<file path="src/rtl/core/mh_pkg.sv">
package mh_pkg;

    localparam int ROTATION_STAGES     = 16;
    localparam int ANGLE_FRACTION_BITS = 7;

    localparam int TABLE_LEN = 24;
    localparam int STAGES    = (ROTATION_STAGES < TABLE_LEN) ? ROTATION_STAGES : TABLE_LEN;
    localparam int IDX_W     = $clog2(TABLE_LEN);

    localparam int PRESCALE = 8;
    localparam int ANG_FRAC = 16;
    // vector magnitude grows by about 1.65 over the chain
    localparam int XW = 27;
    // angle accumulator, degrees with ANG_FRAC fraction bits
    localparam int ZW = 27;
    // reduced angle, below 360 degrees
    localparam int HW = 25;

    localparam logic signed [ZW-1:0] DEG_180 = ZW'(180 * (2 ** ANG_FRAC));
    localparam logic signed [ZW-1:0] DEG_360 = ZW'(360 * (2 ** ANG_FRAC));

    localparam int RND_SHIFT = ANG_FRAC - ANGLE_FRACTION_BITS;
    localparam logic [HW:0] RND_BIAS = (HW+1)'(2 ** (RND_SHIFT - 1));
    localparam logic [HW:0] FULL_TURN = (HW+1)'(360 * (2 ** ANGLE_FRACTION_BITS));

    // round(atan(2^-i) degrees * 2^16)
    localparam logic signed [ZW-1:0] ATAN_TAB [TABLE_LEN] = '{
        27'sd2949120, 27'sd1740967, 27'sd919879, 27'sd466945,
        27'sd234379,  27'sd117304,  27'sd58666,  27'sd29335,
        27'sd14668,   27'sd7334,    27'sd3667,   27'sd1833,
        27'sd917,     27'sd458,     27'sd229,    27'sd115,
        27'sd57,      27'sd29,      27'sd14,     27'sd7,
        27'sd4,       27'sd2,       27'sd1,      27'sd0
    };

    typedef struct packed {
        logic [7:0] x_low;
        logic [7:0] x_high;
        logic [7:0] y_low;
        logic [7:0] y_high;
        logic [7:0] z_low;
        logic [7:0] z_high;
    } sample_t;

    typedef struct packed {
        logic signed [15:0] axis_x;
        logic signed [15:0] axis_y;
        logic signed [15:0] axis_z;
        logic        [15:0] heading;
    } result_t;

    typedef struct packed {
        logic signed [XW-1:0] x;
        logic signed [XW-1:0] y;
        logic signed [ZW-1:0] z;
        logic                 zero;
        logic signed [15:0]   axis_x;
        logic signed [15:0]   axis_y;
        logic signed [15:0]   axis_z;
    } rot_t;

    function automatic logic signed [ZW-1:0] atan_angle(input logic [IDX_W-1:0] idx);
        return ATAN_TAB[idx];
    endfunction

endpackage

</file>
<file path="src/rtl/core/magnetometer_heading.sv">
// compass heading from one raw three-axis magnetometer sample
//
// sample channel: sample_valid, sample_stall, sample carries the six raw bytes
// (low byte first per axis). a transaction happens on a clock edge with
// sample_valid high and sample_stall low.
// result channel: result_valid, result_stall, result carries the assembled
// signed X, Y, Z values and the heading in degrees times 128, in [0, 360).
//
// a sample passes one fold register, one cell per rotation stage (16) and
// one rounding/output register on its way to result_valid.
// throughput is one sample per cycle while no stage is held; every stage
// of the cell row moves in each cycle unless the stage ahead of it is full
// and held.
// when result_stall is high the result register holds its value; stages
// behind it keep moving until they fill, so empty slots are squeezed out
// before sample_stall rises.
// reset empties the row of cells; no result is pending after reset.
module magnetometer_heading (
    input  logic             clk,
    input  logic             rst_n,
    input  logic             sample_valid,
    output logic             sample_stall,
    input  mh_pkg::sample_t  sample,
    output logic             result_valid,
    input  logic             result_stall,
    output mh_pkg::result_t  result
);

    logic         valid [mh_pkg::STAGES+1];
    logic         hold  [mh_pkg::STAGES+1];
    mh_pkg::rot_t data  [mh_pkg::STAGES+1];
    logic         fold_hold;

    mh_fold u_fold (
        .clk       (clk),
        .rst_n     (rst_n),
        .in_valid  (sample_valid),
        .in_data   (sample),
        .up_hold   (fold_hold),
        .out_valid (valid[0]),
        .out_data  (data[0]),
        .down_hold (hold[0])
    );

    assign sample_stall = fold_hold;

    for (genvar k = 0; k < mh_pkg::STAGES; k++)
    begin : g_cell
        mh_cell u_cell (
            .clk       (clk),
            .rst_n     (rst_n),
            .stage     (mh_pkg::IDX_W'(k)),
            .in_valid  (valid[k]),
            .in_data   (data[k]),
            .up_hold   (hold[k]),
            .out_valid (valid[k+1]),
            .out_data  (data[k+1]),
            .down_hold (hold[k+1])
        );
    end

    mh_finish u_finish (
        .clk       (clk),
        .rst_n     (rst_n),
        .in_valid  (valid[mh_pkg::STAGES]),
        .in_data   (data[mh_pkg::STAGES]),
        .up_hold   (hold[mh_pkg::STAGES]),
        .out_valid (result_valid),
        .out_data  (result),
        .out_stall (result_stall)
    );

endmodule

</file>
<file path="src/rtl/core/mh_fold.sv">
module mh_fold (
    input  logic             clk,
    input  logic             rst_n,
    input  logic             in_valid,
    input  mh_pkg::sample_t  in_data,
    output logic             up_hold,
    output logic             out_valid,
    output mh_pkg::rot_t     out_data,
    input  logic             down_hold
);

    logic              valid_reg;
    mh_pkg::rot_t      data_reg;
    mh_pkg::rot_t      data_next;
    logic signed [15:0] ax;
    logic signed [15:0] ay;
    logic signed [mh_pkg::XW-1:0] xs;
    logic signed [mh_pkg::XW-1:0] ys;

    assign up_hold = valid_reg && down_hold;

    always_comb
    begin
        ax = {in_data.x_high, in_data.x_low};
        ay = {in_data.y_high, in_data.y_low};
        xs = mh_pkg::XW'(ax) <<< mh_pkg::PRESCALE;
        ys = mh_pkg::XW'(ay) <<< mh_pkg::PRESCALE;
        data_next.axis_x = ax;
        data_next.axis_y = ay;
        data_next.axis_z = {in_data.z_high, in_data.z_low};
        data_next.zero   = (ax == 16'sd0) && (ay == 16'sd0);
        // left half plane: rotate by 180 degrees first
        if (ax < 0)
        begin
            data_next.x = -xs;
            data_next.y = -ys;
            data_next.z = mh_pkg::DEG_180;
        end
        else
        begin
            data_next.x = xs;
            data_next.y = ys;
            data_next.z = '0;
        end
    end

    always_ff @(posedge clk or negedge rst_n)
    begin
        if (!rst_n)
        begin
            valid_reg <= 1'b0;
        end
        else if (!up_hold)
        begin
            valid_reg <= in_valid;
        end
    end

    always_ff @(posedge clk)
    begin
        if (in_valid && !up_hold)
        begin
            data_reg <= data_next;
        end
    end

    assign out_valid = valid_reg;
    assign out_data  = data_reg;

endmodule

</file>
<file path="src/rtl/core/mh_cell.sv">
module mh_cell (
    input  logic                        clk,
    input  logic                        rst_n,
    input  logic [mh_pkg::IDX_W-1:0]    stage,
    input  logic                        in_valid,
    input  mh_pkg::rot_t                in_data,
    output logic                        up_hold,
    output logic                        out_valid,
    output mh_pkg::rot_t                out_data,
    input  logic                        down_hold
);

    logic                         valid_reg;
    mh_pkg::rot_t                 data_reg;
    mh_pkg::rot_t                 data_next;
    logic signed [mh_pkg::XW-1:0] dx;
    logic signed [mh_pkg::XW-1:0] dy;
    logic signed [mh_pkg::ZW-1:0] angle;

    assign up_hold = valid_reg && down_hold;

    always_comb
    begin
        dx    = in_data.y >>> stage;
        dy    = in_data.x >>> stage;
        angle = mh_pkg::atan_angle(stage);
        data_next = in_data;
        // drive y toward zero
        if (!in_data.y[mh_pkg::XW-1] && (in_data.y != '0))
        begin
            data_next.x = in_data.x + dx;
            data_next.y = in_data.y - dy;
            data_next.z = in_data.z + angle;
        end
        else
        begin
            data_next.x = in_data.x - dx;
            data_next.y = in_data.y + dy;
            data_next.z = in_data.z - angle;
        end
    end

    always_ff @(posedge clk or negedge rst_n)
    begin
        if (!rst_n)
        begin
            valid_reg <= 1'b0;
        end
        else if (!up_hold)
        begin
            valid_reg <= in_valid;
        end
    end

    always_ff @(posedge clk)
    begin
        if (in_valid && !up_hold)
        begin
            data_reg <= data_next;
        end
    end

    assign out_valid = valid_reg;
    assign out_data  = data_reg;

endmodule

</file>
<file path="src/rtl/core/mh_finish.sv">
module mh_finish (
    input  logic             clk,
    input  logic             rst_n,
    input  logic             in_valid,
    input  mh_pkg::rot_t     in_data,
    output logic             up_hold,
    output logic             out_valid,
    output mh_pkg::result_t  out_data,
    input  logic             out_stall
);

    logic                         valid_reg;
    mh_pkg::result_t              data_reg;
    mh_pkg::result_t              data_next;
    logic signed [mh_pkg::ZW-1:0] neg_z;
    logic signed [mh_pkg::ZW-1:0] wrapped;
    logic        [mh_pkg::HW:0]   rounded;

    assign up_hold = valid_reg && out_stall;

    always_comb
    begin
        neg_z = -in_data.z;
        wrapped = neg_z[mh_pkg::ZW-1] ? (neg_z + mh_pkg::DEG_360) : neg_z;
        rounded = ({1'b0, wrapped[mh_pkg::HW-1:0]} + mh_pkg::RND_BIAS) >> mh_pkg::RND_SHIFT;
        data_next.axis_x = in_data.axis_x;
        data_next.axis_y = in_data.axis_y;
        data_next.axis_z = in_data.axis_z;
        // a value that rounds up to a full turn wraps to zero
        if (in_data.zero || (rounded >= mh_pkg::FULL_TURN))
        begin
            data_next.heading = '0;
        end
        else
        begin
            data_next.heading = rounded[15:0];
        end
    end

    always_ff @(posedge clk or negedge rst_n)
    begin
        if (!rst_n)
        begin
            valid_reg <= 1'b0;
        end
        else if (!up_hold)
        begin
            valid_reg <= in_valid;
        end
    end

    always_ff @(posedge clk)
    begin
        if (in_valid && !up_hold)
        begin
            data_reg <= data_next;
        end
    end

    assign out_valid = valid_reg;
    assign out_data  = data_reg;

endmodule
</file>
<file path="config.mk">
export PLATFORM = sky130hd
export DESIGN_NAME = magnetometer_heading
export DESIGN_NICKNAME = d
export VERILOG_FILES = /design/src/rtl/core/mh_pkg.sv /design/src/rtl/core/magnetometer_heading.sv /design/src/rtl/core/mh_fold.sv /design/src/rtl/core/mh_cell.sv /design/src/rtl/core/mh_finish.sv
export SDC_FILE = /design/constraint.sdc
export NUM_CORES = 2
export LEC_CHECK = 0
export BUFFER_PORTS_ARGS = -buffer_cell sky130_fd_sc_hd__buf_2
export CORE_ASPECT_RATIO = 1.75
export CORE_UTILIZATION = 48
export CTS_BUF_LIST = sky130_fd_sc_hd__clkbuf_4 sky130_fd_sc_hd__clkbuf_8 sky130_fd_sc_hd__clkbuf_16
export DETAILED_ROUTE_END_ITERATION = 8
export SLEW_MARGIN = 25
export SYNTH_ARGS = -nofsm -noshare
export SYNTH_HDL_FRONTEND = slang
export SYNTH_SLANG_ARGS = --single-unit
</file>
<file path="constraint.sdc">
create_clock -name clk -period 23.2 [get_ports clk]
set_clock_uncertainty 0.1 [all_clocks]
set_input_delay 3.48 -clock clk [delete_from_list [all_inputs] [get_ports clk]]
set_output_delay 3.48 -clock clk [all_outputs]
set_load 0.05 [all_outputs]
</file>
# Word-level counts from Yosys, hierarchy flattened
# Index checks and enable logic that the tools add are counted.
# Widths: inputs -> output; s select.
# classes
addsub	96
order_cmp	2
reduce_logical	106
mux	18
# ops
op	count
$mux 81	16
$reduce_bool 27->1	16
$add 27x13->27	2
$add 27x14->27	2
$add 27x15->27	2
$add 27x16->27	2
$add 27x17->27	2
$add 27x18->27	2
$add 27x19->27	2
$add 27x20->27	2
$add 27x21->27	2
$add 27x22->27	2
$add 27x23->27	2
$add 27x24->27	2
$add 27x25->27	2
$add 27x26->27	2
$neg 24->27	2
$sub 27x13->27	2
$sub 27x14->27	2
$sub 27x15->27	2
$sub 27x16->27	2
$sub 27x17->27	2
$sub 27x18->27	2
$sub 27x19->27	2
52 further kinds	146
# word_totals
register_bits	2211
output_inout_bits	66

# Depth between registers and ports, before layout
# logic_depth
word_depth	20
ltp_mapped	25
mapped_depth_nobuf	22

# Modules after synthesis
# Synthesis repeated with hierarchy kept, for this count alone.
# unflattened
cells_unflattened	22141
hier_area_um2	221548.7
# by_module_without_submodules
module	seq_area_each_um2	n_inst	area_per_inst_um2	cells_per_inst
mh_cell at g_cell[10].u_cell ...	3928.8	6	13354.1	1319
mh_cell at g_cell[5].u_cell ...	3928.8	2	13713.2	1405
mh_cell at g_cell[12].u_cell	3928.8	1	13561.8	1406
mh_cell at g_cell[0].u_cell	3928.8	1	13519.2	1377
mh_cell at g_cell[7].u_cell	3928.8	1	13500.4	1362
mh_cell at g_cell[4].u_cell	3928.8	1	13497.9	1342
mh_cell at g_cell[11].u_cell	3928.8	1	13322.8	1341
mh_cell at g_cell[13].u_cell	3928.8	1	13302.8	1370
mh_cell at g_cell[9].u_cell	3928.8	1	13252.7	1375
mh_cell at g_cell[8].u_cell	3928.8	1	13120.1	1355
mh_fold	2577.5	1	3608.5	238
mh_finish	1946.9	1	3304.4	249
magnetometer_heading	0.0	1	7.5	2

# Worst setup path after synthesis
# No wires, ideal clock.
# synth_timing
path_kind	in2reg
start	in result_stall
end	reg g_cell[3].u_cell.data_reg (netlist bit g_cell[3].u_cell.out_data[0]), enable pin
arrival_ns	9.996
path_slack_ns	12.456
required_ns	22.452
path_buffers	0
setup_ns	0.648
cell_stages	6
cell_sequence	nand3_1 nor2_1 and3_1 nand2_1 nor3_1 a21oi_1
# synth_via
elab_chain_cells	16
# synth_rtl
item	line_no	text
start: declaration	magnetometer_heading.sv:25	input logic result_stall,
$logic_and 1x1->1	mh_finish.sv:19	assign up_hold = valid_reg && out_stall;
$logic_and 1x1->1 (13 in series)	mh_cell.sv:20	assign up_hold = valid_reg && down_hold;
$logic_not 1->1	-	
$logic_and 1x1->1	mh_cell.sv:57	if (in_valid && !up_hold)
end signal: assignment	mh_cell.sv:59	data_reg <= data_next;
end: declaration	mh_cell.sv:14	mh_pkg::rot_t data_reg;
# No other way between the ends.
# A chain may end at the register's enable or synchronous reset.

# Worst setup path in the final report
# layout_timing
start	in result_stall
end	out sample_stall
# layout_via
elab_chain_cells	18
# layout_rtl
item	line_no	text
$logic_and 1x1->1	mh_finish.sv:19	
$logic_and 1x1->1 (16 in series)	mh_cell.sv:20	
$logic_and 1x1->1	mh_fold.sv:20	assign up_hold = valid_reg && down_hold;
end: declaration	magnetometer_heading.sv:22	output logic sample_stall,
# No other way between the ends.

==> impl_metrics.env <==
export IMPL_grt_pass1_vias=85700
export IMPL_worst_path_buf_inv=3
export IMPL_cts_sinks=2055
export IMPL_worstPathArrival_ps=5980
export IMPL_cp_slowest_cell="nor3_1"
export IMPL_cts_tree="built"
export IMPL_initial_core_util=0.482
export IMPL_grt_antenna_before_repair=17
export IMPL_rows=244
export IMPL_hold_viol=0
export IMPL_worstPathRequired_ps=19620
export IMPL_synth_area_leaders="edfxtp_1 50%, ha_1 11%, xnor2_1 6.9%, a21oi_1 3.6%, xor2_1 3.2%"
export IMPL_area_delta_synth_final_pct=9.69
export IMPL_cts_root_buf="clkbuf_16"
export IMPL_fin_crit_sh=0.412
export IMPL_hpwl_mm=254
export IMPL_fmaxAchievable_mhz=105
export IMPL_slowest_delay_ps=780
export IMPL_syn_inst=10600
export IMPL_multi_input_area_um2=58100
export IMPL_design_core_area_um2=252000
export IMPL_path_cells="buf_2, nand3_1, nor2_1, and3_1, nand2_1, nor3_1, nand2_1, nor2_1, nand4_1, inv_1, buf_2"
export IMPL_layout_commonest_cell="edfxtp_1"
export IMPL_setup_violations=0
export IMPL_grt_max_degree=71
export IMPL_synth_cell_types=90
export IMPL_clk_pin_slew_ps=60
export IMPL_violations="design-rule violations"
export IMPL_drc_errors=46
export IMPL_num_vias=82800
export IMPL_fillers=21900
export IMPL_regArea_um2=61600
export IMPL_path_class="input pin to primary output"
export IMPL_clk_path_buf_depth=4
export IMPL_postCtsSetupBuffers=0
export IMPL_async_flop_share=0.00876
export IMPL_drive_gt1_frac=0.0598
export IMPL_holdPathStages=0
export IMPL_drtPass1Iterations=9
export IMPL_rsz0062_at_grt="false"
export IMPL_ys_seq_area_frac=0.507
export IMPL_ff2ff_path_depth=21
export IMPL_cp_depth=11
export IMPL_die_h_um=668
export IMPL_routed_top_layer="met5"
export IMPL_yosys_warnings=0
export IMPL_cts_buffers=195
export IMPL_nets=12100
export IMPL_insertion_delay_ps=940
export IMPL_first_iter_violations=3861
export IMPL_avgSynthCellArea_um2=11.5
export IMPL_drv_cap=0
export IMPL_ys_seq_elements=2055
export IMPL_h_tree_depth=4
export IMPL_worst_slew_pin_slew_ps=1210
export IMPL_grt_pass1_wl_mm=477
export IMPL_layout_min_cycle_time_ps=9560
export IMPL_tns_ps=0
export IMPL_overflow=0
export IMPL_synth_ff_type="edfxtp_1"
export IMPL_maxSlewViolCount=0
export IMPL_critical_path_top_delay_family="simple AND/OR/NAND/NOR gates"
export IMPL_dieArea_um2=255000
export IMPL_wl_met3_mm=9.44
export IMPL_crit_path_start_kind="input pin"
export IMPL_cts_hold_buf=0
export IMPL_wl_met2_mm=178
export IMPL_cp_max_fo=4
export IMPL_yosysTopAreaCell="edfxtp_1"
export IMPL_synth_top_area_frac=0.503
export IMPL_place_congestion=1.03
export IMPL_final_cell_mix="2037 x edfxtp_1, 1097 x ha_1, 954 x xnor2_1"
export IMPL_wl_per_cell_um=22.0
export IMPL_netlist_area_um2=122000
export IMPL_min_path_type="flop to flop"
export IMPL_grtUsageTotal=0.245
export IMPL_end_kind="primary output"
export IMPL_vias_per_cell=5.74
export IMPL_cts_repair_resize_count=0
export IMPL_drtAntennaViolNets=0
export IMPL_port_buffers=117
export IMPL_chipWidth_um=382
export IMPL_synth_edf_count=2037
export IMPL_wirelength_mm=317
export IMPL_boundaryPins=118
export IMPL_maxSlewHeadroom=0.187
export IMPL_wl_met1_mm=92.4
export IMPL_status="finished with violations"
cells in the mapped netlist, types with 15 or more instances:
| master | number |
|---|---|
| fa_1 | 34 |
| o2111ai_1 | 21 |
| dfrtp_1 | 18 |
| buf_1 | 15 |
| nor2_1 | 825 |
| o21ai_0 | 526 |
| a21o_1 | 281 |
| a211o_1 | 31 |
| nand3_1 | 204 |
| nand3b_1 | 24 |
| o22ai_1 | 20 |
| a31o_2 | 20 |
| nand2b_1 | 170 |
| ha_1 | 1097 |
| xor2_1 | 438 |
| a31oi_1 | 70 |
| a21boi_0 | 35 |
| nand4_1 | 54 |
| a2111oi_0 | 22 |
| or4_1 | 51 |
| a41oi_1 | 16 |
| or2_2 | 43 |
| xnor2_1 | 959 |
| and3_1 | 96 |
| edfxtp_1 | 2037 |
| o211ai_1 | 51 |
| nor4_1 | 110 |
| nor2b_1 | 108 |
| o41ai_1 | 60 |
| and2_1 | 56 |
| clkbuf_1 | 98 |
| inv_1 | 451 |
| or3_1 | 98 |
| o31ai_1 | 130 |
| o21a_1 | 162 |
| mux2i_1 | 68 |
| a21oi_1 | 873 |
| a211oi_1 | 77 |
| o31a_1 | 26 |
| nand2_1 | 507 |
| o21bai_1 | 128 |
| nor3_1 | 262 |
worst register-to-register path, stage by stage, from the launching register on:
cell	delay (ps)
edfxtp_1	510
inv_1	200
ha_1	190
or3b_2	500
nor4_1	760
nand3_1	380
nand2_1	720
inv_1	320
buf_4	310
nor2_1	180
xor2_1	120
fa_1	440
a21o_1	180
a21oi_1	210
nor2b_1	70
o21a_1	190
o41ai_1	610
o21ai_0	310
o41ai_1	490
o21ai_0	300
o41ai_1	370
xnor2_1	130
cell type report:
type / instances / share of cell area
clock inverter: 115 / 0.00986
clock buffer: 230 / 0.0388
inverter: 459 / 0.0129
sequential: 2055 / 0.462
tap: 3321 / 0.0312
multi-input combinational: 8020 / 0.436
timing repair buffer: 204 / 0.00932
antenna: 15 / 0.000281
through the flow:
stage	instances	hold WS [ps]	setup slack (ps)	util	cell area (um^2)
final	14400	300	13640	0.529	133000
after global routing	14400	298	13380	0.529	133000
after CTS	14400	295	13570	0.529	133000
after detailed placement	14100	305	13590	0.503	127000
after global placement	14100	300	13480	0.503	127000
after floorplan	10700	300	12460	-	122000
cells by family after synthesis:
logic type	share of synthesized area
other	0.0000308
multiplexers	0.00606
buffers and inverters	0.0180
flip-flops	0.507
AO/OA/AOI/OAI	0.141
AND/OR/NAND/NOR	0.109
adder cells (fa/ha/maj)	0.118
XOR/XNOR	0.101
layer usage:
layer  track usage  vias up
li1              -    40400
met1         0.188    39400
met2         0.493     1856
met3        0.0321     1110
met4         0.252       16
met5             0        -
worst paths after layout:
check / from / slack, ps / to
max: result_stall / 13640 / sample_stall
min: g_cell[8].u_cell.out_data[32]$_DFFE_PP_ / 300 / g_cell[9].u_cell.out_data[32]$_DFFE_PP_
max reg2reg: g_cell[0].u_cell.out_data[84]$_DFFE_PP_ / 15360 / g_cell[1].u_cell.out_data[129]$_DFFE_PP_
min reg2reg: g_cell[8].u_cell.out_data[32]$_DFFE_PP_ / 300 / g_cell[9].u_cell.out_data[32]$_DFFE_PP_
max in group asynchronous: rst_n / 20300 / g_cell[7].u_cell.out_valid$_DFFE_PN0P_
min in group asynchronous: rst_n / 2390 / g_cell[15].u_cell.out_valid$_DFFE_PN0P_
registers in the layout, indices dropped and copies added (netlist names):
register	flops
g_cell.u_cell.out_data	1888
u_fold.out_data	85
u_finish.out_data	64
g_cell.u_cell.out_valid	16
u_finish.out_valid	1
u_fold.out_valid	1
Power is not shown: default switching activity piles up to over one toggle a cycle in this logic, so the estimate is an artifact.
